==> config.mk <==
export PLATFORM = sky130hd
export DESIGN_NAME = psrg_root_cell
export DESIGN_NICKNAME = d
export VERILOG_FILES = /design/src/hw/rtl/psrg_pkg.sv /design/src/hw/rtl/psrg_root_cell.sv
export SDC_FILE = /design/constraint.sdc
export NUM_CORES = 1
export LEC_CHECK = 0
export BUFFER_PORTS_ARGS = -buffer_cell sky130_fd_sc_hd__buf_4
export CORE_ASPECT_RATIO = 0.6
export CORE_MARGIN = 2
export CORE_UTILIZATION = 48
export DETAILED_ROUTE_END_ITERATION = 16
export PLACE_DENSITY = 0.79
export SLEW_MARGIN = 5
export SYNTH_ARGS = -nofsm -noshare
export SYNTH_HDL_FRONTEND = slang
export SYNTH_SLANG_ARGS = --single-unit
==> constraint.sdc <==
create_clock -name clk -period 3.21 [get_ports clk]
set_input_delay 0.8025 -clock clk [delete_from_list [all_inputs] [get_ports clk]]
set_output_delay 0.8025 -clock clk [all_outputs]
set_load 0.03 [all_outputs]
==> src/hw/rtl/psrg_pkg.sv <==
// ----------------------------------------------------------------------------
// psrg_pkg: shared constants for the multisample resolve block
// Default widths, register map and channel count.
// ----------------------------------------------------------------------------
package psrg_pkg;
	localparam int SUM_WIDTH_DEF     = 32;
	localparam int FRACTION_BITS_DEF = 16;
	localparam int NCH               = 3;
	localparam int Q_W               = 17;  // quotient bits, top bit flags saturation
	localparam int ROOT_W            = 8;
	localparam int SPP_W             = 16;
	localparam int ADDR_W            = 3;
	localparam logic [ADDR_W-1:0] REG_SPP = 3'd0;
	localparam logic [SPP_W-1:0]  SPP_RESET = 16'd1;
endpackage

==> src/hw/rtl/psrg_root_cell.sv <==
// ----------------------------------------------------------------------------
// psrg_root_cell: one square-root cell
// Tries one root bit per channel against the quotient and hands the beat on.
// ----------------------------------------------------------------------------
module psrg_root_cell #(
	parameter int BIT = 7
) (
	input  logic                                          clk,
	input  logic                                          arst_n,
	input  logic                                          in_valid,
	output logic                                          in_ready,
	input  logic [psrg_pkg::NCH-1:0][psrg_pkg::Q_W-1:0]    q_in,
	input  logic [psrg_pkg::NCH-1:0][psrg_pkg::ROOT_W-1:0] root_in,
	output logic                                          out_valid,
	input  logic                                          out_ready,
	output logic [psrg_pkg::NCH-1:0][psrg_pkg::Q_W-1:0]    q_out,
	output logic [psrg_pkg::NCH-1:0][psrg_pkg::ROOT_W-1:0] root_out
);
	import psrg_pkg::*;

	logic                         v_q;
	logic [NCH-1:0][Q_W-1:0]      q_q;
	logic [NCH-1:0][ROOT_W-1:0]   root_q;
	logic [NCH-1:0][ROOT_W-1:0]   root_nx;
	logic [ROOT_W-1:0]            trial;
	logic [2*ROOT_W-1:0]          sq;

	always_comb begin
		trial = '0;
		sq    = '0;
		for (int c = 0; c < NCH; c++) begin
			trial      = root_in[c] | (ROOT_W'(1) << BIT);
			sq         = trial * trial;
			root_nx[c] = (Q_W'(sq) <= q_in[c]) ? trial : root_in[c];
		end
	end

	assign in_ready  = !v_q || out_ready;
	assign out_valid = v_q;
	assign q_out     = q_q;
	assign root_out  = root_q;

	always_ff @(posedge clk or negedge arst_n) begin
		if (!arst_n) begin
			v_q <= 1'b0;
		end else if (in_ready) begin
			v_q <= in_valid;
		end
	end

	always_ff @(posedge clk) begin
		if (in_valid && in_ready) begin
			q_q    <= q_in;
			root_q <= root_nx;
		end
	end
endmodule

==> results.tsv, run 1 <==
metric	value	unit
part of the power in combinational logic	74.6	%
ant diodes	0	
reg-to-reg startpoint	out_valid$_DFFE_PN0N_	
Die X	175	microns
wire per inst	16.0	microns
Internal	5.05	mW
Synthesized Nets	1158	
CTS Hold Buffers Added	0	
Yosys reg bits	76	
Reg area	2280	sq um
synth unique cells	51	
Arr. time, crit path	5.49	ns
Row Count	37	
power density cells	724	nW/um^2
Post-synth EDFFs	75	
wirelength, routed	23000	microns
Reg2Reg Setup Slack	1.56	ns
CTS H-tree depth	3	
most frequent cells in the layout	buf_4 (311), inv_1 (194), ha_1 (112)	
clk sink count	76	
initial antenna violation count	1	
post-placement cell area	11400	sq um
Total Nets Final	1488	
fraction of registers with async set/reset	1.32	%
Final Cell Area	12200	sq um
Cells after Synth	865	
area of the multi-input gates	5940	sq um
net switching power	3.76	mW
final worst slack	-2.20	ns
RSZ-0062 raised after global routing	yes	
max frequency	185	MHz
Syn Area/Cell	9.77	sq um
Worst Path Class, Setup	in2reg	
worst reg2reg path depth	3	
Switching Share	42.7	%
via count	7189	
initial core utilization	49.2	%
Final setup violation count	3	
area grow syn2layout	44.0	%
RR Endpoint	q_out[14]$_DFFE_PP_	
die area	18700	sq um
die height	107	microns
CP Capture Type	flop	
failing checks	negative setup slack	
1st-iter DRT viols	368	
layout cells sized above 1	38.6	%
Slew Limit Fails	0	
final hold viol count	0	
vias in the first global route	7320	
sequential power share	13.4	%
post-synthesis sequential area ratio	27.0	%
CTS tree	done	
Fillers	1259	
via/cell ratio	5.01	
startpoint class of the critical path	input pin	
LEAKAGE	6.17	nW
Clk Latency, worst-skew pair	0.34	ns
crit-path max FO	4	
WP data required	3.30	ns
post-route ant nets	0	
max cap viols	0	
IO Count	156	
DP HPWL	18700	microns
Clock Power Share	12.0	%
commonest non-fill, non-tap cell in the layout	buf_4	
status	finished with violations	
Period Utilization, post-route	168	%
clock period minus worst slack	5.41	ns
HP Class	in2async	
first-pass GRT wire length	36100	microns
Clock Path Buffers	2	
Inserted Clock Buffers	9	
clk root buf	clkbuf_16	
gr ovfl total	0	
Mapped Area	8450	sq um
Synth Warn #	0	
port bufs	155	
drt drc	0	
DR pass1 iterations	4	
routability-driven placement congestion ratio	0.899	
Core ar.	17200	sq um
largest net degree at the start of global routing	43	
WHS	0.240	ns
Main synth FF type	edfxtp_1	
Final Skew	0.0103	ns
gr usage total	24.7	%
Reg clk slew, reported paths	0.07	ns
Worst VDD drop	480	uV
[synthesized netlist by cell type (2+ instances only)]
| library cell | number | area, sq um |
|---|---|---|
| nor3_1 | 9 | 45.0 |
| a21o_1 | 21 | 158 |
| a211o_1 | 3 | 26.3 |
| o211ai_1 | 4 | 30.0 |
| o22ai_1 | 2 | 12.5 |
| fa_1 | 78 | 1560 |
| nand4b_1 | 7 | 61.3 |
| nand2_1 | 53 | 199 |
| or3_1 | 2 | 12.5 |
| conb_1 | 2 | 7.51 |
| o31ai_1 | 3 | 22.5 |
| nand2b_1 | 9 | 56.3 |
| a311oi_1 | 2 | 17.5 |
| nand4_1 | 7 | 43.8 |
| xnor2_1 | 29 | 254 |
| clkbuf_1 | 5 | 18.8 |
| a21boi_0 | 2 | 15.0 |
| o21bai_1 | 2 | 15.0 |
| and2_1 | 10 | 62.6 |
| a211oi_1 | 5 | 37.5 |
| o21a_1 | 2 | 15.0 |
| a221oi_1 | 2 | 17.5 |
| ha_1 | 136 | 1700 |
| nor2_1 | 63 | 236 |
| inv_1 | 217 | 815 |
| edfxtp_1 | 75 | 2250 |
| mux2i_1 | 3 | 30.0 |
| xor2_1 | 12 | 105 |
| o21ai_0 | 20 | 100 |
| or2_2 | 8 | 50.1 |
| nor2b_1 | 6 | 37.5 |
| nand3_1 | 7 | 35.0 |
| a21oi_1 | 41 | 205 |
[power groups by stage]
stage / registers, mW / clock network [mW] / logic (mW)
after floorplan: 1.31 / 0 / 3.68
after global placement: 1.20 / 0 / 5.37
after detailed placement: 1.20 / 0 / 5.57
after CTS: 1.18 / 1.07 / 6.02
after global routing: 1.18 / 1.10 / 7.25
final: 1.18 / 1.06 / 6.57
[critical path, cell delays in order]
cell        delay, ns
buf_8            0.08
clkinvlp_4       0.12
buf_4            0.17
fa_1             0.50
inv_2            0.06
fa_1             0.46
fa_1             0.49
inv_1            0.05
fa_1             0.49
inv_2            0.05
ha_4             0.22
buf_6            0.12
a21o_1           0.14
a21o_1           0.18
a21oi_2          0.16
o221ai_2         0.12
xnor2_1          0.16
ha_1             0.31
a21o_1           0.12
a21oi_1          0.06
or2_4            0.25
a221oi_2         0.28
o31ai_1          0.10
[layer usage]
metal  share of wire, %  vias up  GRT usage [%]
li1                   -     3476              -
met1                 48     3423           35.1
met2                 43      251           37.9
met3                7.8       37           6.91
met4                1.6        2           5.30
met5              0.057        -              0
[flip-flops by register name, indices dropped and copies added (netlist names)]
name       flops
q_out         51
root_out      24
out_valid      1
[metrics by stage]
stage               worst slack, ns  std cells  TNS (ns)  total power [mW]  util (%)
finish                        -2.20       1434     -6.31              8.81      70.9
global route                  -2.38       1434     -6.75              9.54      70.9
CTS                           -2.11       1426     -6.03              8.27      69.6
detailed placement            -2.65       1399     -7.47              6.77      66.2
global placement              -2.53       1399     -7.12              6.57      66.2
floorplan                     -2.12        865     -5.91              4.99         -
[cells by family after synthesis]
group / Yosys count / share of synthesized area [%]
simple gates: 185 / 10.4
fa+ha+maj: 214 / 38.6
xor+xnor: 41 / 4.25
buf+inv: 223 / 9.92
flops: 76 / 27.0
mux: 5 / 0.622
compound gates: 119 / 9.12
other cells: 2 / 0.0889
[cell type report]
type,instances,area share (%)
clock buffers,11,1.91
clock inverters,5,0.504
inverters,217,6.82
multi-input cells,566,48.8
flip-flops and latches,76,18.7
well taps,234,2.41
repair buffers,325,20.9
[worst max path at each step]
stage / to / cells past startpoint / slack [ns] / from
global placement: root_out[23]$_SDFFCE_PP1P_ / 20 / -2.53 / root_in[18]
global route: root_out[7]$_SDFFCE_PP1P_ / 23 / -2.38 / root_in[2]
finish: root_out[7]$_SDFFCE_PP1P_ / 23 / -2.20 / root_in[2]
floorplan: root_out[23]$_SDFFCE_PP1P_ / 20 / -2.12 / root_in[22]
detailed placement: root_out[23]$_SDFFCE_PP1P_ / 20 / -2.65 / root_in[18]
CTS: root_out[23]$_SDFFCE_PP1P_ / 21 / -2.11 / root_in[18]
[what timing repair did]
item,in CTS,in global routing
hold endpoints to repair,0,0
setup endpoints to repair,3,3
pin swaps,54,42
gates resized for setup,51,30
buffers inserted,11,9
Note: power is estimated with default switching activity, not from simulation.
==> inputs of run 2 (changes only) <==
--- a/config.mk
+++ b/config.mk
@@ -5,13 +5,15 @@
 export SDC_FILE = /design/constraint.sdc
 export NUM_CORES = 1
 export LEC_CHECK = 0
+export ABC_AREA = 1
 export BUFFER_PORTS_ARGS = -buffer_cell sky130_fd_sc_hd__buf_4
 export CORE_ASPECT_RATIO = 0.6
 export CORE_MARGIN = 2
 export CORE_UTILIZATION = 48
 export DETAILED_ROUTE_END_ITERATION = 16
-export PLACE_DENSITY = 0.79
+export PLACE_DENSITY_LB_ADDON = 0.05
 export SLEW_MARGIN = 5
 export SYNTH_ARGS = -nofsm -noshare
 export SYNTH_HDL_FRONTEND = slang
 export SYNTH_SLANG_ARGS = --single-unit
+export TNS_END_PERCENT = 50
==> run 2 against run 1 <==
Against the previous run:
- the run still ends with negative setup slack left
- non-clock buffer count up 2
- global-route usage down 0.66 points
- hold slack worse by 0.023 ns
- clock power about the same
- register-to-register slack better by 0.25 ns
- final cell count up 15%
- cell area up 5.5%
- sequential power about the same
- sequential share of layout area down 0.97 points
- area after synthesis up 6.6%
- sequential cell count unchanged
- setup slack better by 0.56 ns
- highest routed layer is now met4
==> results.tsv, run 2 <==
metric	value	unit	change
clk sink count	76		unchanged
RSZ-0062 raised after global routing	yes		
max frequency	206	MHz	+11%
Final setup violation count	3		unchanged
final hold viol count	0		unchanged
Row Count	38		+2.7%
Total Nets Final	1703		+14%
Final Total Pwr	9.39	mW	+6.6%
Die X	181	microns	+3.2%
Final Skew	0.00781	ns	-0.00253 ns
gr usage total	24.1	%	-0.66 points
Arr. time, crit path	4.96	ns	-0.53 ns
Final TNS setup	-4.76	ns	+1.55 ns
Clk Latency, worst-skew pair	0.35	ns	about the same
clk root buf	clkbuf_16		
layout cells sized above 1	35.5	%	-3.0 points
clock period minus worst slack	4.85	ns	-0.555 ns
final worst slack	-1.64	ns	+0.555 ns
Fillers	1448		+15%
Reg clk slew, reported paths	0.06	ns	about the same
Slew Limit Fails	0		unchanged
Synthesized Nets	1375		+19%
Period Utilization, post-route	151	%	-17 points
status	finished with violations		
Internal	5.04	mW	-0.15%
vias in the first global route	7637		+4.3%
initial core utilization	49.4	%	+0.25 points
synth unique cells	31		-39%
via count	7840		+9.1%
CTS Hold Buffers Added	0		unchanged
startpoint class of the critical path	input pin		
post-synthesis sequential area ratio	25.3	%	-1.7 points
failing checks	negative setup slack		
worst reg2reg path depth	2		-1
HP Class	in2async		
die area	19900	sq um	+6.4%
power density cells	732	nW/um^2	+1.1%
DR pass1 iterations	5		+1
Clock Path Buffers	2		unchanged
Cells after Synth	1082		+25%
Synth Warn #	0		unchanged
IO Count	156		unchanged
Worst VDD drop	364	uV	-24%
gr ovfl total	0		unchanged
CTS tree	done		
Core ar.	18200	sq um	+6.0%
wire per inst	14.1	microns	-12%
wirelength, routed	23300	microns	+1.2%
LEAKAGE	6.90	nW	+12%
Reg2Reg Setup Slack	1.81	ns	+0.25 ns
largest net degree at the start of global routing	76		+77%
RR Endpoint	q_out[10]$_DFFE_PP_		
Largest register FFs	51		unchanged
crit-path max FO	6		+2
termination of the worst setup path	root_out[7]$_SDFFCE_PP1P_		
Syn Area/Cell	8.32	sq um	-15%
post-route ant nets	0		unchanged
routability-driven placement congestion ratio	0.844		-6.2%
CTS H-tree depth	3		unchanged
synth top area cells	edfxtp_1 (25%), ha_1 (19%), fa_1 (17%), inv_1 (13%), nand2_1 (9.4%)		
max cap viols	0		unchanged
part of the power in combinational logic	76.1	%	+1.5 points
Worst Path Class, Setup	in2reg		
Inserted Clock Buffers	9		unchanged
Main synth FF type	edfxtp_1		
most used standard cell by instance count after synthesis	inv_1		
area grow syn2layout	42.6	%	
Yosys reg bits	76		unchanged
DP HPWL	18900	microns	+0.99%
Post-synth top cells	inv_1 (305), nand2_1 (226), ha_1 (136)		
drt drc	0		unchanged
sequential power share	12.5	%	-0.9 points
fraction of registers with async set/reset	1.32	%	unchanged
area share of the leading cell type in the synthesized netlist	25.0	%	-1.6 points
net switching power	4.35	mW	+16%
first-pass GRT wire length	37700	microns	+4.5%
most frequent cells in the layout	buf_4 (307), inv_1 (276), nand2_1 (179)		
die height	110	microns	+3.1%
Clock Power Share	11.4	%	-0.6 points
commonest non-fill, non-tap cell in the layout	buf_4		
port bufs	155		unchanged
Mapped Area	9000	sq um	+6.6%
WP data required	3.32	ns	+0.02 ns
Post-synth EDFFs	75		unchanged
1st-iter DRT viols	432		+17%
ant diodes	0		unchanged
reg-to-reg startpoint	out_valid$_DFFE_PN0N_		
via/cell ratio	4.74		-5.5%
Switching Share	46.3	%	+3.6 points
initial antenna violation count	0		-1
CP Launch Point	root_in[3]		
area leader, netlist	edfxtp_1		
CP Capture Type	flop		
-- run 2: changes by cell type after synthesis, sizes merged, moves of 9 or more --
cell	before	now
nand2	53	229
inv	217	307
a21o	21	4
nand3	7	39
o21ai	20	10
nand2b	9	0
and2	10	0
-- run 2: final cells by class --
class	count	area, sq um	share of cell area (%)
Multi-Input combinational cell	689	6230	48.5
Timing Repair Buffer	327	2580	20.1
Sequential cell	76	2280	17.7
Inverter	307	1150	8.98
Tap cell	240	300	2.34
Clock buffer	11	233	1.81
Clock inverter	5	61.3	0.478
-- run 2: per-stage QoR --
| stage | std cells | util [%] | hold slack (ns) | area (sq um) | setup slack [ns] |
|---|---|---|---|---|---|
| 2_1_floorplan | 1082 | - | 0.507 | 9250 | -1.66 |
| 3_3_place_gp | 1629 | 65.0 | 0.573 | 11800 | -1.96 |
| 3_5_place_dp | 1629 | 65.0 | 0.579 | 11800 | -2.03 |
| 4_1_cts | 1653 | 68.5 | 0.201 | 12500 | -1.53 |
| 5_1_grt | 1655 | 70.5 | 0.198 | 12800 | -1.82 |
| 6_report | 1655 | 70.5 | 0.217 | 12800 | -1.64 |
-- run 2: worst min path at each step --
| stage | startpoint | depth (start not counted) | slack, ns | end |
|---|---|---|---|---|
| global placement | out_valid$_DFFE_PN0N_ | 2 | 0.57 | out_valid$_DFFE_PN0N_ |
| finish | arst_n | 1 | 0.22 | out_valid$_DFFE_PN0N_ |
| global route | arst_n | 1 | 0.20 | out_valid$_DFFE_PN0N_ |
| CTS | arst_n | 1 | 0.20 | out_valid$_DFFE_PN0N_ |
| detailed placement | arst_n | 1 | 0.58 | out_valid$_DFFE_PN0N_ |
| floorplan | arst_n | 0 | 0.51 | out_valid$_DFFE_PN0N_ |
-- run 2: what timing repair did --
| item | CTS | global route |
|---|---|---|
| gates resized for setup | 68 | 81 |
| endpoints found under the setup margin | 3 | 3 |
| pin swaps | 51 | 50 |
| buffers inserted | 8 | 2 |
-- run 2: cell families (layout without fill, tap and decap cells) --
logic type	count (synthesis)	in the layout	synth area share (%)
AO/OA/AOI/OAI	64	64	4.13
flip-flops	76	76	25.3
AND/OR/NAND/NOR	371	371	17.1
other	2	2	0.0834
adder cells (fa/ha/maj)	214	214	36.2
XOR/XNOR	38	38	3.70
buffers and inverters	317	650	13.4
-- run 2: layer usage --
layer  vias to the layer above  track usage [%]  share of wire [%]
met5                         -                0                  0
met4                         0             5.01                1.0
met3                        18             5.29                6.2
met2                       208             33.6                 40
met1                      3657             37.7                 53
li1                       3957                -                  -
-- run 2: power by group through the flow --
stage               sequential (mW)  combinational, mW  clock, mW
finish                         1.18               7.14       1.07
global route                   1.18               7.98       1.13
CTS                            1.18               6.55       1.10
detailed placement             1.20               6.03          0
global placement               1.20               5.90          0
floorplan                      1.31               3.88          0
-- run 2: critical path, cell delays in order --
cell and delay, ns:
buf_6 0.12, nand2_4 0.07, inv_1 0.05, fa_1 0.50, fa_2 0.56, inv_2 0.04
fa_1 0.51, fa_1 0.58, inv_2 0.05, ha_4 0.29, nand2_2 0.09, nor2_4 0.10
nand3_1 0.11, nand4_1 0.13, nand2_2 0.07, ha_4 0.26, inv_2 0.05, nor2_4 0.10
nand3_2 0.10, nor2_4 0.13, nand3b_1 0.10, nand3_1 0.09, nand2_1 0.05
