$ cat config.mk
export PLATFORM = sky130hd
export DESIGN_NAME = psrg_div_cell
export DESIGN_NICKNAME = d
export VERILOG_FILES = /design/src/hw/rtl/psrg_pkg.sv /design/src/hw/rtl/psrg_div_cell.sv
export SDC_FILE = /design/constraint.sdc
export NUM_CORES = 1
export LEC_CHECK = 0
export ABC_CLOCK_PERIOD_IN_PS = 12700
export BUFFER_PORTS_ARGS = -buffer_cell sky130_fd_sc_hd__clkbuf_2
export CAP_MARGIN = 5
export CORE_AREA = 5 5 141 143
export DETAILED_ROUTE_END_ITERATION = 6
export DIE_AREA = 0 0 146 148
export PLACE_DENSITY = 0.83
export SETUP_SLACK_MARGIN = 0.05
export SLEW_MARGIN = 20
export SYNTH_ARGS = -nofsm -noshare
export SYNTH_HDL_FRONTEND = slang
export SYNTH_SLANG_ARGS = --single-unit
$ cat constraint.sdc
create_clock -name clk -period 12.7 [get_ports clk]
set_clock_uncertainty 0.1 [all_clocks]
set_input_delay 1.905 -clock clk [delete_from_list [all_inputs] [get_ports clk]]
set_output_delay 1.905 -clock clk [all_outputs]
set_load 0.005 [all_outputs]
$ cat src/hw/rtl/psrg_pkg.sv
// ----------------------------------------------------------------------------
// psrg_pkg: shared constants for the multisample resolve block
// Default widths, register map and channel count.
// ----------------------------------------------------------------------------
package psrg_pkg;
	localparam int SUM_WIDTH_DEF     = 32;
	localparam int FRACTION_BITS_DEF = 16;
	localparam int NCH               = 3;
	localparam int Q_W               = 17;  // quotient bits, top bit flags saturation
	localparam int ROOT_W            = 8;
	localparam int SPP_W             = 16;
	localparam int ADDR_W            = 3;
	localparam logic [ADDR_W-1:0] REG_SPP = 3'd0;
	localparam logic [SPP_W-1:0]  SPP_RESET = 16'd1;
endpackage

$ cat src/hw/rtl/psrg_div_cell.sv
// ----------------------------------------------------------------------------
// psrg_div_cell: one restoring-division cell
// Settles one quotient bit for all three channels and hands the beat on.
// ----------------------------------------------------------------------------
module psrg_div_cell #(
	parameter int W   = 41,
	parameter int DW  = 16,
	parameter int BIT = 16
) (
	input  logic                                clk,
	input  logic                                arst_n,
	input  logic                                in_valid,
	output logic                                in_ready,
	input  logic [DW-1:0]                       den,
	input  logic [psrg_pkg::NCH-1:0][W-1:0]     rem_in,
	input  logic [psrg_pkg::NCH-1:0][psrg_pkg::Q_W-1:0] q_in,
	output logic                                out_valid,
	input  logic                                out_ready,
	output logic [psrg_pkg::NCH-1:0][W-1:0]     rem_out,
	output logic [psrg_pkg::NCH-1:0][psrg_pkg::Q_W-1:0] q_out
);
	import psrg_pkg::*;

	logic                       v_q;
	logic [NCH-1:0][W-1:0]      rem_q;
	logic [NCH-1:0][Q_W-1:0]    q_q;
	logic [NCH-1:0][W-1:0]      rem_nx;
	logic [NCH-1:0][Q_W-1:0]    q_nx;
	logic [W-1:0]               dsh;

	assign dsh = W'(den) << BIT;

	always_comb begin
		for (int c = 0; c < NCH; c++) begin
			rem_nx[c] = rem_in[c];
			q_nx[c]   = q_in[c];
			if (rem_in[c] >= dsh) begin
				rem_nx[c]    = rem_in[c] - dsh;
				q_nx[c][BIT] = 1'b1;
			end
		end
	end

	assign in_ready  = !v_q || out_ready;
	assign out_valid = v_q;
	assign rem_out   = rem_q;
	assign q_out     = q_q;

	always_ff @(posedge clk or negedge arst_n) begin
		if (!arst_n) begin
			v_q <= 1'b0;
		end else if (in_ready) begin
			v_q <= in_valid;
		end
	end

	always_ff @(posedge clk) begin
		if (in_valid && in_ready) begin
			rem_q <= rem_nx;
			q_q   <= q_nx;
		end
	end
endmodule

==> flow_metrics.py, run 1 <==
metrics = {
    "flow_run": {
        "max_cap_violations": 0,
    },
    "clock_network": {
        "cts_tree": "yes",
        "hold_buffers": 0,
        "clk_pin_slew_worst_paths_ns": 0.09,
        "cts_setup_buffers": 0,
        "cts.repair.resized": 0,
        "cts_max_path_buffers": 2,
        "cts_root_buf": "clkbuf_16",
        "clock_latency_ns": 0.44,
        "cts_buffers": 17,
        "htreeDepth": 4,
        "clock_sinks": 175,
    },
    "pwr": {
        "p_comb_share_pct": 17.9,
        "ir_drop_mv": 0.09085,
        "p_leak_uw": 0.005106,
        "seq_power_share_pct": 46.0,
        "p_switching_uw": 442.3,
        "p_per_area_mw_per_mm2": 129.7,
        "p_int_uw": 1082,
        "power_uw": 1525,
        "switching_share_pct": 29.01,
        "clock_power_share_pct": 36.0,
    },
    "final_layout": {
        "final_area_sq_mm": 0.01175,
        "final_cell_mix": "clkbuf_2, edfxtp_1, nand2_1, ha_1, a21oi_1",
        "final_util_pct": 63.68,
        "num-fill-cells": 1436,
        "area_growth_pct": 30.37,
        "stdcell_count": 1354,
        "antenna_cells": 0,
        "final_common_cell": "clkbuf_2",
        "drive_above_1_share_pct": 38.30,
        "fin_nets": 1352,
    },
    "placement": {
        "hpwlAfterDp_mm": 22.16,
        "gp_congestion": 0.9222,
        "place_inst": 1322,
        "dpl_cell_area_sq_mm": 0.01111,
        "io_buffers": 369,
    },
    "drt": {
        "vias": 7460,
        "drt.antenna.violating_nets": 0,
        "route.met2.wl_mm": 14.01,
        "via_per_inst": 5.510,
        "met3_length_mm": 2.142,
        "m1WireLength_mm": 10.78,
        "top_layer": "met4",
        "firstDrtPassIters": 5,
        "first_iter_violations": 465,
        "drc": 0,
        "drt-wirelength-per-cell_um": 20.42,
        "routed_wl_mm": 27.64,
    },
    "sta": {
        "rsz0062_at_grt": "false",
        "period_share_pct": 40.31,
        "hold_viol_final": 0,
        "maxSlewHeadroom_pct": 33.11,
        "tns_ns": 0,
        "fin_crit_ns": 5.120,
        "fmax_ghz": 0.1953,
        "tightestPinTransition_ns": 1.003,
        "report.final.slew_viol_count": 0,
        "setup_viol": 0,
    },
    "yosys": {
        "ys_types": 69,
        "synth.yosys.seq_area_share_pct": 58.24,
        "synthCells": 729,
        "synth-seq-cells": 175,
        "synthFlopType": "edfxtp_1",
        "yosysWarningCount": 0,
        "syn-num-nets": 974,
        "netlist_area_sq_mm": 0.009015,
        "synth_async_sr_flop_share_pct": 0.5714,
        "synth_edf_count": 174,
        "syn_area_per_cell_sq_um": 12.37,
    },
    "die": {
        "die-area_sq_mm": 0.02161,
        "die_y_um": 148,
        "num_rows": 50,
        "pin_count": 370,
        "fp.dieW_um": 146,
        "core_sq_mm": 0.01846,
        "initial_core_util_pct": 48.85,
    },
    "global_routing": {
        "antenna_found_initial": 0,
        "grt.overflow.total": 0,
        "grt_max_degree": 80,
        "grt_pass1_wl_mm": 42.00,
        "grt_pass1_vias": 7378,
        "grt_usage_pct": 25.06,
    },
    "setup_path": {
        "cp_top_family": "compound AO/OA/AOI/OAI gates",
        "cp_num_buf_inv": 3,
        "worstPathCellList": "clkbuf_2 -> inv_1 -> ha_1 -> nor2b_1 -> o31a_1 -> o21ai_0 -> nand2_1 -> a211oi_4 -> buf_4 -> mux2_1",
        "arrival_ns": 5.20,
        "start_kind": "primary input",
        "max_stage_delay_ns": 0.73,
        "critPathMaxFanout": 15,
        "required_ns": 12.78,
        "crit_type": "primary input to register",
        "slowest_stage": "a211oi_4",
        "end_kind": "register",
    },
    "status": {
        "outcome": "complete, no violations",
    },
    "worst_hold_path": {
        "hold_class": "register to register",
    },
}
cell usage after synthesis, types with 5 or more instances:
library cell | instances | share of area, %
nor4b_1 | 5 | 0.49
nor2b_1 | 8 | 0.56
nor3_1 | 20 | 1.1
nand3_1 | 9 | 0.50
nand2_1 | 55 | 2.3
inv_1 | 31 | 1.3
edfxtp_1 | 174 | 58
and3_1 | 6 | 0.42
nand2b_1 | 18 | 1.2
nor4_1 | 19 | 1.3
or3_1 | 9 | 0.62
o21a_1 | 8 | 0.67
a211oi_1 | 9 | 0.75
a21oi_1 | 46 | 2.6
or2_2 | 5 | 0.35
nand3b_1 | 5 | 0.42
a21o_1 | 13 | 1.1
o21ai_0 | 38 | 2.1
xnor2_1 | 17 | 1.7
o31ai_1 | 7 | 0.58
o21ai_2 | 8 | 0.78
a31oi_1 | 5 | 0.35
nor2_1 | 37 | 1.5
clkbuf_1 | 8 | 0.33
ha_1 | 48 | 6.7
xor2_1 | 40 | 3.9
tightest hold or removal path: stages, from the launching register on:
cell and delay [ns]:
dfrtp_1 0.39, nand2b_1 0.11, nand2b_1 0.11
per-layer routing:
| layer | vias to the layer above | GRT usage [%] |
|---|---|---|
| met4 | 0 | 7.808 |
| li1 | 3551 | - |
| met5 | - | 0 |
| met1 | 3529 | 30.32 |
| met3 | 48 | 6.744 |
| met2 | 332 | 43.99 |
power groups by stage:
| stage | sequential, uW | combinational [uW] | clock [uW] |
|---|---|---|---|
| detailed placement | 716 | 271 | 0 |
| global placement | 714 | 265 | 0 |
| global route | 705 | 301 | 582 |
| finish | 702 | 273 | 549 |
| CTS | 703 | 273 | 556 |
| floorplan | 725 | 141 | 0 |
metrics by stage:
step           worst slack (ns)  hold slack [ns]
4_1_cts                   7.621           0.5406
2_1_floorplan             5.994           0.4371
3_3_place_gp              7.376           0.4891
3_5_place_dp              7.222           0.5193
6_report                  7.580           0.5565
5_1_grt                   7.367           0.5761
cell families (layout without fill, tap and decap cells):
logic type | Yosys count | after routing | share of synthesized area, %
AND/OR/NAND/NOR | 225 | 225 | 13.52
flip-flops | 175 | 175 | 58.24
AO/OA/AOI/OAI | 170 | 170 | 12.44
XOR/XNOR | 57 | 57 | 5.538
adder cells (fa/ha/maj) | 51 | 51 | 7.328
buffers and inverters | 45 | 436 | 2.235
multiplexers | 6 | 6 | 0.7078
state kept, by name, indices dropped and copies added, names as in the netlist:
signal     count
rem_out      123
q_out         51
out_valid      1
area by class of cell:
cell class                      count  area (sq um)  area share, %
Sequential cell                   175          5250          44.67
Inverter                           31         116.4         0.9901
Multi-Input combinational cell    509          3582          30.48
Clock buffer                       17         425.4          3.620
Timing Repair Buffer              373          1877          15.97
Tap cell                          234         292.8          2.491
Clock inverter                     15         209.0          1.778
final timing paths:
| kind | startpoint | end | slack (ns) | cells past startpoint |
|---|---|---|---|---|
| max | den[1] | rem_out[112]$_DFFE_PP_ | 7.58 | 10 |
| min | out_valid$_DFFE_PN0N_ | out_valid$_DFFE_PN0N_ | 0.56 | 2 |
| max reg2reg | out_valid$_DFFE_PN0N_ | rem_out[107]$_DFFE_PP_ | 10.45 | 3 |
| min reg2reg | out_valid$_DFFE_PN0N_ | out_valid$_DFFE_PN0N_ | 0.56 | 2 |
| max in group asynchronous | arst_n | out_valid$_DFFE_PN0N_ | 11.28 | 1 |
| min in group asynchronous | arst_n | out_valid$_DFFE_PN0N_ | 1.12 | 1 |
Note: power is estimated with default switching activity, not from simulation.
==> inputs of run 2 (changes only) <==
Settings changed: ABC_AREA set to 1, ABC_CLOCK_PERIOD_IN_PS 12700 to 4350, CORE_AREA 5 5 141 143 to unset, CORE_MARGIN set to 5, CORE_UTILIZATION set to 47, DIE_AREA 0 0 146 148 to unset, PLACE_DENSITY 0.83 to 0.8.
Clock period 12.7 ns to 4.35 ns, I/O delays scaled along.
==> run 2 against run 1 <==
Against the previous run:
- design area up 20%
- first-iteration DRC count increased by 100%
- global-route usage up 2.8 points
- critical path type unchanged
==> flow_metrics.py, run 2 <==
metrics = {
    "status": {
        "outcome": "complete, no violations",
    },
    "yosys": {
        "ys_top_cells_by_area": "edfxtp_1, nand2_1, inv_1",
        "synth.yosys.seq_area_share_pct": 46.64,
        "synth_edf_count": 174,
        "netlist_area_sq_mm": 0.01126,
        "syn-num-nets": 1727,
        "synthCells": 1482,
        "synth_async_sr_flop_share_pct": 0.5714,
        "ys_types": 31,
        "synth-seq-cells": 175,
        "yosysWarningCount": 0,
        "synth_top_cell_by_area": "edfxtp_1",
        "synth_top_cell_area_share_pct": 46.42,
        "yosysMostFrequentCell": "nand2_1",
        "syn_area_per_cell_sq_um": 7.595,
        "yosys-top-cells-count": "nand2_1, inv_1, edfxtp_1",
        "synthFlopType": "edfxtp_1",
    },
    "sta": {
        "fmax_ghz": 0.3698,
        "report.final.slew_viol_count": 0,
        "tightestPinTransition_ns": 0.8090,
        "period_share_pct": 62.17,
        "fin_crit_ns": 2.704,
        "hold_viol_final": 0,
        "tns_ns": 0,
        "rsz0062_at_grt": "false",
        "maxSlewHeadroom_pct": 45.94,
        "setup_viol": 0,
    },
    "setup_path": {
        "start_kind": "primary input",
        "crit_type": "primary input to register",
        "arrival_ns": 2.79,
        "end_kind": "register",
        "rr_worst_depth": 2,
        "critPathMaxFanout": 14,
        "required_ns": 4.43,
    },
    "die": {
        "num_rows": 56,
        "pin_count": 370,
        "die-area_sq_mm": 0.02714,
        "die_y_um": 164.8,
        "core_sq_mm": 0.02354,
        "initial_core_util_pct": 47.81,
        "fp.dieW_um": 164.8,
    },
    "final_layout": {
        "antenna_cells": 0,
        "final_cell_mix": "nand2_1, clkbuf_2, inv_1, edfxtp_1, nor2_1",
        "final_area_sq_mm": 0.01412,
        "drive_above_1_share_pct": 24.48,
        "area_growth_pct": 25.48,
        "fin_nets": 2111,
        "largest_reg_flops": 123,
        "final_common_cell": "nand2_1",
    },
    "global_routing": {
        "grt.overflow.total": 0,
        "grt_pass1_wl_mm": 57.31,
        "grt_usage_pct": 27.89,
        "antenna_found_initial": 0,
        "grt_pass1_vias": 10600,
        "grt_max_degree": 70,
    },
    "worst_hold_path": {
        "hold_class": "primary input to register",
        "hold_depth": 1,
    },
    "drt": {
        "drc": 0,
        "drt-wirelength-per-cell_um": 17.53,
        "first_iter_violations": 943,
        "vias": 10980,
        "routed_wl_mm": 38.53,
        "via_per_inst": 4.995,
        "drt.antenna.violating_nets": 0,
        "firstDrtPassIters": 6,
    },
    "clock_network": {
        "cts_root_buf": "clkbuf_16",
        "cts.repair.resized": 0,
        "cts_max_path_buffers": 2,
        "clock_latency_ns": 0.44,
        "clk_pin_slew_worst_paths_ns": 0.09,
        "htreeDepth": 4,
        "clock_sinks": 175,
        "cts_buffers": 17,
        "cts_tree": "yes",
    },
    "flow_run": {
        "max_cap_violations": 0,
    },
    "pwr": {
        "p_leak_uw": 0.007411,
        "p_per_area_mw_per_mm2": 329.6,
        "ir_drop_mv": 0.2334,
    },
    "placement": {
        "dpl_cell_area_sq_mm": 0.01350,
        "io_buffers": 369,
        "hpwlAfterDp_mm": 32.22,
        "gp_congestion": 1.039,
    },
}
[run 2: cell types whose count changed after synthesis, moves of 20 or more]
cell and change:
nor2_1 +107, inv_1 +234, a21oi_2 +21, o21ai_0 -25, nand2_1 +537, xor2_1 -20, nand4_1 +24, nand3_1 +83
a21oi_1 -26
[run 2: routing by layer]
| layer | routed length, um | global-route usage (%) | vias to the layer above |
|---|---|---|---|
| li1 | - | - | 5426 |
| met1 | 15230 | 34.81 | 4981 |
| met2 | 18660 | 48.73 | 498 |
| met3 | 3214 | 4.866 | 74 |
| met4 | 1432 | 9.830 | 0 |
| met5 | 0 | 0 | - |
[run 2: report_power, final]
part	leakage (uW)	switching, uW	internal [uW]
registers	0.00166	36.6	2010
logic	0.00545	650	371
clock network	0.000295	805	780
total	0.00741	1490	3160
[run 2: critical path, cell delays in order]
cell and delay, ns:
clkbuf_2 0.23, inv_1 0.19, ha_1 0.40, nand2_1 0.10
nor2_1 0.05, nand3_1 0.09, nand3_1 0.18, nand2_2 0.16
nand3_1 0.23, buf_4 0.28, or2_1 0.21
[run 2: cell families (layout without fill, tap and decap cells)]
group,after synthesis,count (layout),share of synthesized area [%]
and+or+nand+nor,890,890,32.31
AOI/OAI and AO/OA,56,56,3.268
DFF,175,175,46.64
buffers and inverters,286,683,10.04
xor gates and xnor gates,24,24,1.867
adders and majority gates,51,51,5.869
[run 2: area by class of cell]
class,count,area [sq um]
tap,319,399.1
fill,2192,9419
sequential,175,5250
timing repair buffer,376,1939
clock inverter,15,187.7
inverter,275,1035
multi-input combinational,1021,4887
clock buffer,17,425.4
[run 2: stage by stage]
| step | utilization [%] | hold WS (ns) | setup WS [ns] | instances | total power, uW |
|---|---|---|---|---|---|
| 2_1_floorplan | - | 0.2569 | 0.1729 | 1482 | 2662 |
| 3_3_place_gp | 57.34 | 0.3276 | 1.206 | 2165 | 3087 |
| 3_5_place_dp | 57.34 | 0.3285 | 1.212 | 2165 | 3099 |
| 4_1_cts | 59.99 | 0.2741 | 1.656 | 2198 | 4667 |
| 5_1_grt | 59.99 | 0.2712 | 1.485 | 2198 | 4885 |
| 6_report | 59.99 | 0.2809 | 1.646 | 2198 | 4655 |
[run 2: path summary, 6_finish.rpt]
path / from / end / slack (ns)
setup / recovery: den[1] / q_out[50]$_SDFFCE_PP1P_ / 1.65
hold / removal: q_in[45] / q_out[45]$_DFFE_PP_ / 0.28
setup reg to reg: out_valid$_DFFE_PN0N_ / rem_out[17]$_DFFE_PP_ / 2.33
hold reg to reg: out_valid$_DFFE_PN0N_ / out_valid$_DFFE_PN0N_ / 0.51
max in group asynchronous: arst_n / out_valid$_DFFE_PN0N_ / 3.65
min in group asynchronous: arst_n / out_valid$_DFFE_PN0N_ / 0.41
[run 2: repair_timing]
item                      CTS  global route
hold endpoints to repair    1             0
setup buffers               0             0
hold buffers                1             0
==> inputs of run 3 (changes only) <==
Settings changed: ABC_AREA 1 to 0, ABC_CLOCK_PERIOD_IN_PS 4350 to 2700, CORE_UTILIZATION 47 to 49, PLACE_DENSITY 0.8 to 0.83.
Clock period 4.35 ns to 2.7 ns, I/O delays scaled along.
==> run 3 against run 2 <==
Against the previous run:
- the run now ends with setup timing left
- clock power rose by 63%
- cell count shrank 31%
- utilization rose by 14 points
- global-route usage barely moved
- sequential power increased by 61%
- worst hold slack lost 0.24 ns
- register-to-register slack got worse by 1.4 ns
- critical endpoint is now rem_out[70]$_DFFE_PP_
==> flow_metrics.py, run 3 (synthesis gave the netlist of run 1 again) <==
metrics = {
    "sta": {
        "tightestPinTransition_ns": 0.5508,
        "report.final.slew_viol_count": 0,
        "setup_ws_ns": -0.1062,
        "setup_viol": 22,
        "fmax_ghz": 0.3564,
        "maxSlewHeadroom_pct": 62.94,
        "period_share_pct": 103.9,
        "fin_crit_ns": 2.806,
        "hold_viol_final": 0,
        "rsz0062_at_grt": "true",
    },
    "global_routing": {
        "grt_usage_pct": 27.90,
        "grt.overflow.total": 0,
        "antenna_found_initial": 2,
        "grt_pass1_vias": 8406,
        "grt_max_degree": 75,
        "grt_pass1_wl_mm": 46.20,
    },
    "setup_path": {
        "max_stage_delay_ns": 0.43,
        "r2r_start": "out_valid$_DFFE_PN0N_",
        "arrival_ns": 2.96,
        "end_kind": "register",
        "r2r_end": "rem_out[111]$_DFFE_PP_",
        "required_ns": 2.85,
        "crit_type": "primary input to register",
        "regToRegSetupSlack_ns": 0.97,
        "rr_worst_depth": 4,
        "start_kind": "primary input",
        "slowest_stage": "a311oi_1",
        "critPathMaxFanout": 5,
        "startpoint": "den[14]",
        "crit_end": "rem_out[70]$_DFFE_PP_",
        "worstPathCellList": "clkbuf_2 -> clkinvlp_4 -> ha_1 -> buf_4 -> a21oi_2 -> nor2b_1 -> a311oi_1 -> nand3_2 -> a41oi_4 -> buf_12 -> nor2_1 -> a221oi_2",
    },
    "clock_network": {
        "htreeDepth": 4,
        "cts_buffers": 17,
        "clock_latency_ns": 0.44,
        "clk_pin_slew_worst_paths_ns": 0.08,
        "cts_max_path_buffers": 2,
        "clock_sinks": 175,
        "cts_tree": "yes",
        "cts_root_buf": "clkbuf_16",
    },
    "pwr": {
        "p_leak_uw": 0.005975,
        "p_per_area_mw_per_mm2": 560.8,
        "ir_drop_mv": 0.4426,
    },
    "final_layout": {
        "multi_input_area_sq_mm": 0.003819,
        "final_common_cell": "clkbuf_2",
        "stdcell_count": 1514,
        "final-seq-area_sq_mm": 0.005250,
        "final_area_sq_mm": 0.01338,
        "drive_above_1_share_pct": 48.99,
        "largest_reg_flops": 123,
        "final_cell_mix": "clkbuf_2, edfxtp_1, buf_4, nand2_1, ha_1",
        "num-fill-cells": 1229,
        "fin_nets": 1514,
        "final_util_pct": 74.22,
        "area_growth_pct": 48.40,
    },
    "worst_hold_path": {
        "hold_class": "primary input to register",
    },
    "die": {
        "core_sq_mm": 0.01802,
        "initial_core_util_pct": 50.01,
        "fp.dieW_um": 145.6,
        "die-area_sq_mm": 0.02121,
        "num_rows": 49,
        "pin_count": 370,
        "die_y_um": 145.6,
    },
    "drt": {
        "drt.antenna.violating_nets": 0,
        "first_iter_violations": 518,
        "via_per_inst": 5.511,
        "routed_wl_mm": 31.16,
        "vias": 8343,
        "drt-wirelength-per-cell_um": 20.58,
        "drc": 0,
        "firstDrtPassIters": 5,
    },
    "placement": {
        "place_inst": 1470,
        "gp_congestion": 0.9419,
        "dpl_cell_area_sq_mm": 0.01248,
        "hpwlAfterDp_mm": 24.68,
        "io_buffers": 369,
    },
    "flow_run": {
        "max_cap_violations": 0,
    },
    "status": {
        "outcome": "finished with violations",
        "violations": "setup timing",
    },
}
==> run 3: cell count changes in the layout (fill, tap and decap cells not counted), moves of 18 or more <==
cell,delta
inv_1,-238
buf_4,+150
nand2b_1,+18
nand4_1,-24
xor2_1,+20
a21oi_1,+23
nand2_1,-537
nor2_1,-107
nand3_1,-84
==> run 3: final cells by class <==
cell class / count / area share, %
clock buffer: 17 / 3.180
antenna: 3 / 0.05612
multi-input combinational: 509 / 28.54
inverter: 31 / 1.019
clock inverter: 15 / 1.525
timing repair buffer: 535 / 24.29
sequential: 175 / 39.24
tap: 229 / 2.142
==> run 3: what timing repair did <==
item,in CTS,in global routing
cloned,1,2
pin swaps,0,13
hold buffers,1,0
resized for setup,3,28
endpoints found under the setup margin,2,55
endpoints found under the hold margin,1,0
setup buffers,0,5
==> run 3: worst min-delay path by stage <==
stage / cells after the start / from / endpoint
5_1_grt: 1 / q_in[29] / q_out[29]$_DFFE_PP_
6_report: 1 / q_in[35] / q_out[35]$_DFFE_PP_
2_1_floorplan: 0 / arst_n / out_valid$_DFFE_PN0N_
3_3_place_gp: 1 / arst_n / out_valid$_DFFE_PN0N_
4_1_cts: 1 / q_in[35] / q_out[35]$_DFFE_PP_
3_5_place_dp: 1 / arst_n / out_valid$_DFFE_PN0N_
==> run 3: critical path: cells and delay by family <==
kind | cells | cell delay [ns]
compound gates | 4 | 1.26
buf+inv | 4 | 0.59
fa+ha+maj | 1 | 0.34
simple gates | 3 | 0.34
==> run 3: layer usage <==
metal | track usage [%] | vias up | share of wire (%)
li1 | - | 3884 | -
met1 | 32.89 | 3945 | 37
met2 | 48.15 | 416 | 50
met3 | 7.069 | 98 | 7.9
met4 | 12.50 | 0 | 5.0
met5 | 0 | - | 0
==> run 3: power breakdown <==
| group | switching, uW | internal (uW) |
|---|---|---|
| clock | 1290 | 1280 |
| sequential | 55.9 | 3250 |
| combinational | 840 | 787 |
==> run 3: stage by stage <==
stage	power, uW	TNS, ns	hold slack (ns)	worst slack, ns
floorplan	4093	-1.919	0.009409	-0.1482
global placement	4874	-17.61	0.08180	-0.3343
detailed placement	4932	-21.22	0.08468	-0.4260
CTS	7504	0	0.02405	0.04260
global route	7809	-1.702	0.01328	-0.1251
finish	7502	-1.183	0.03760	-0.1062
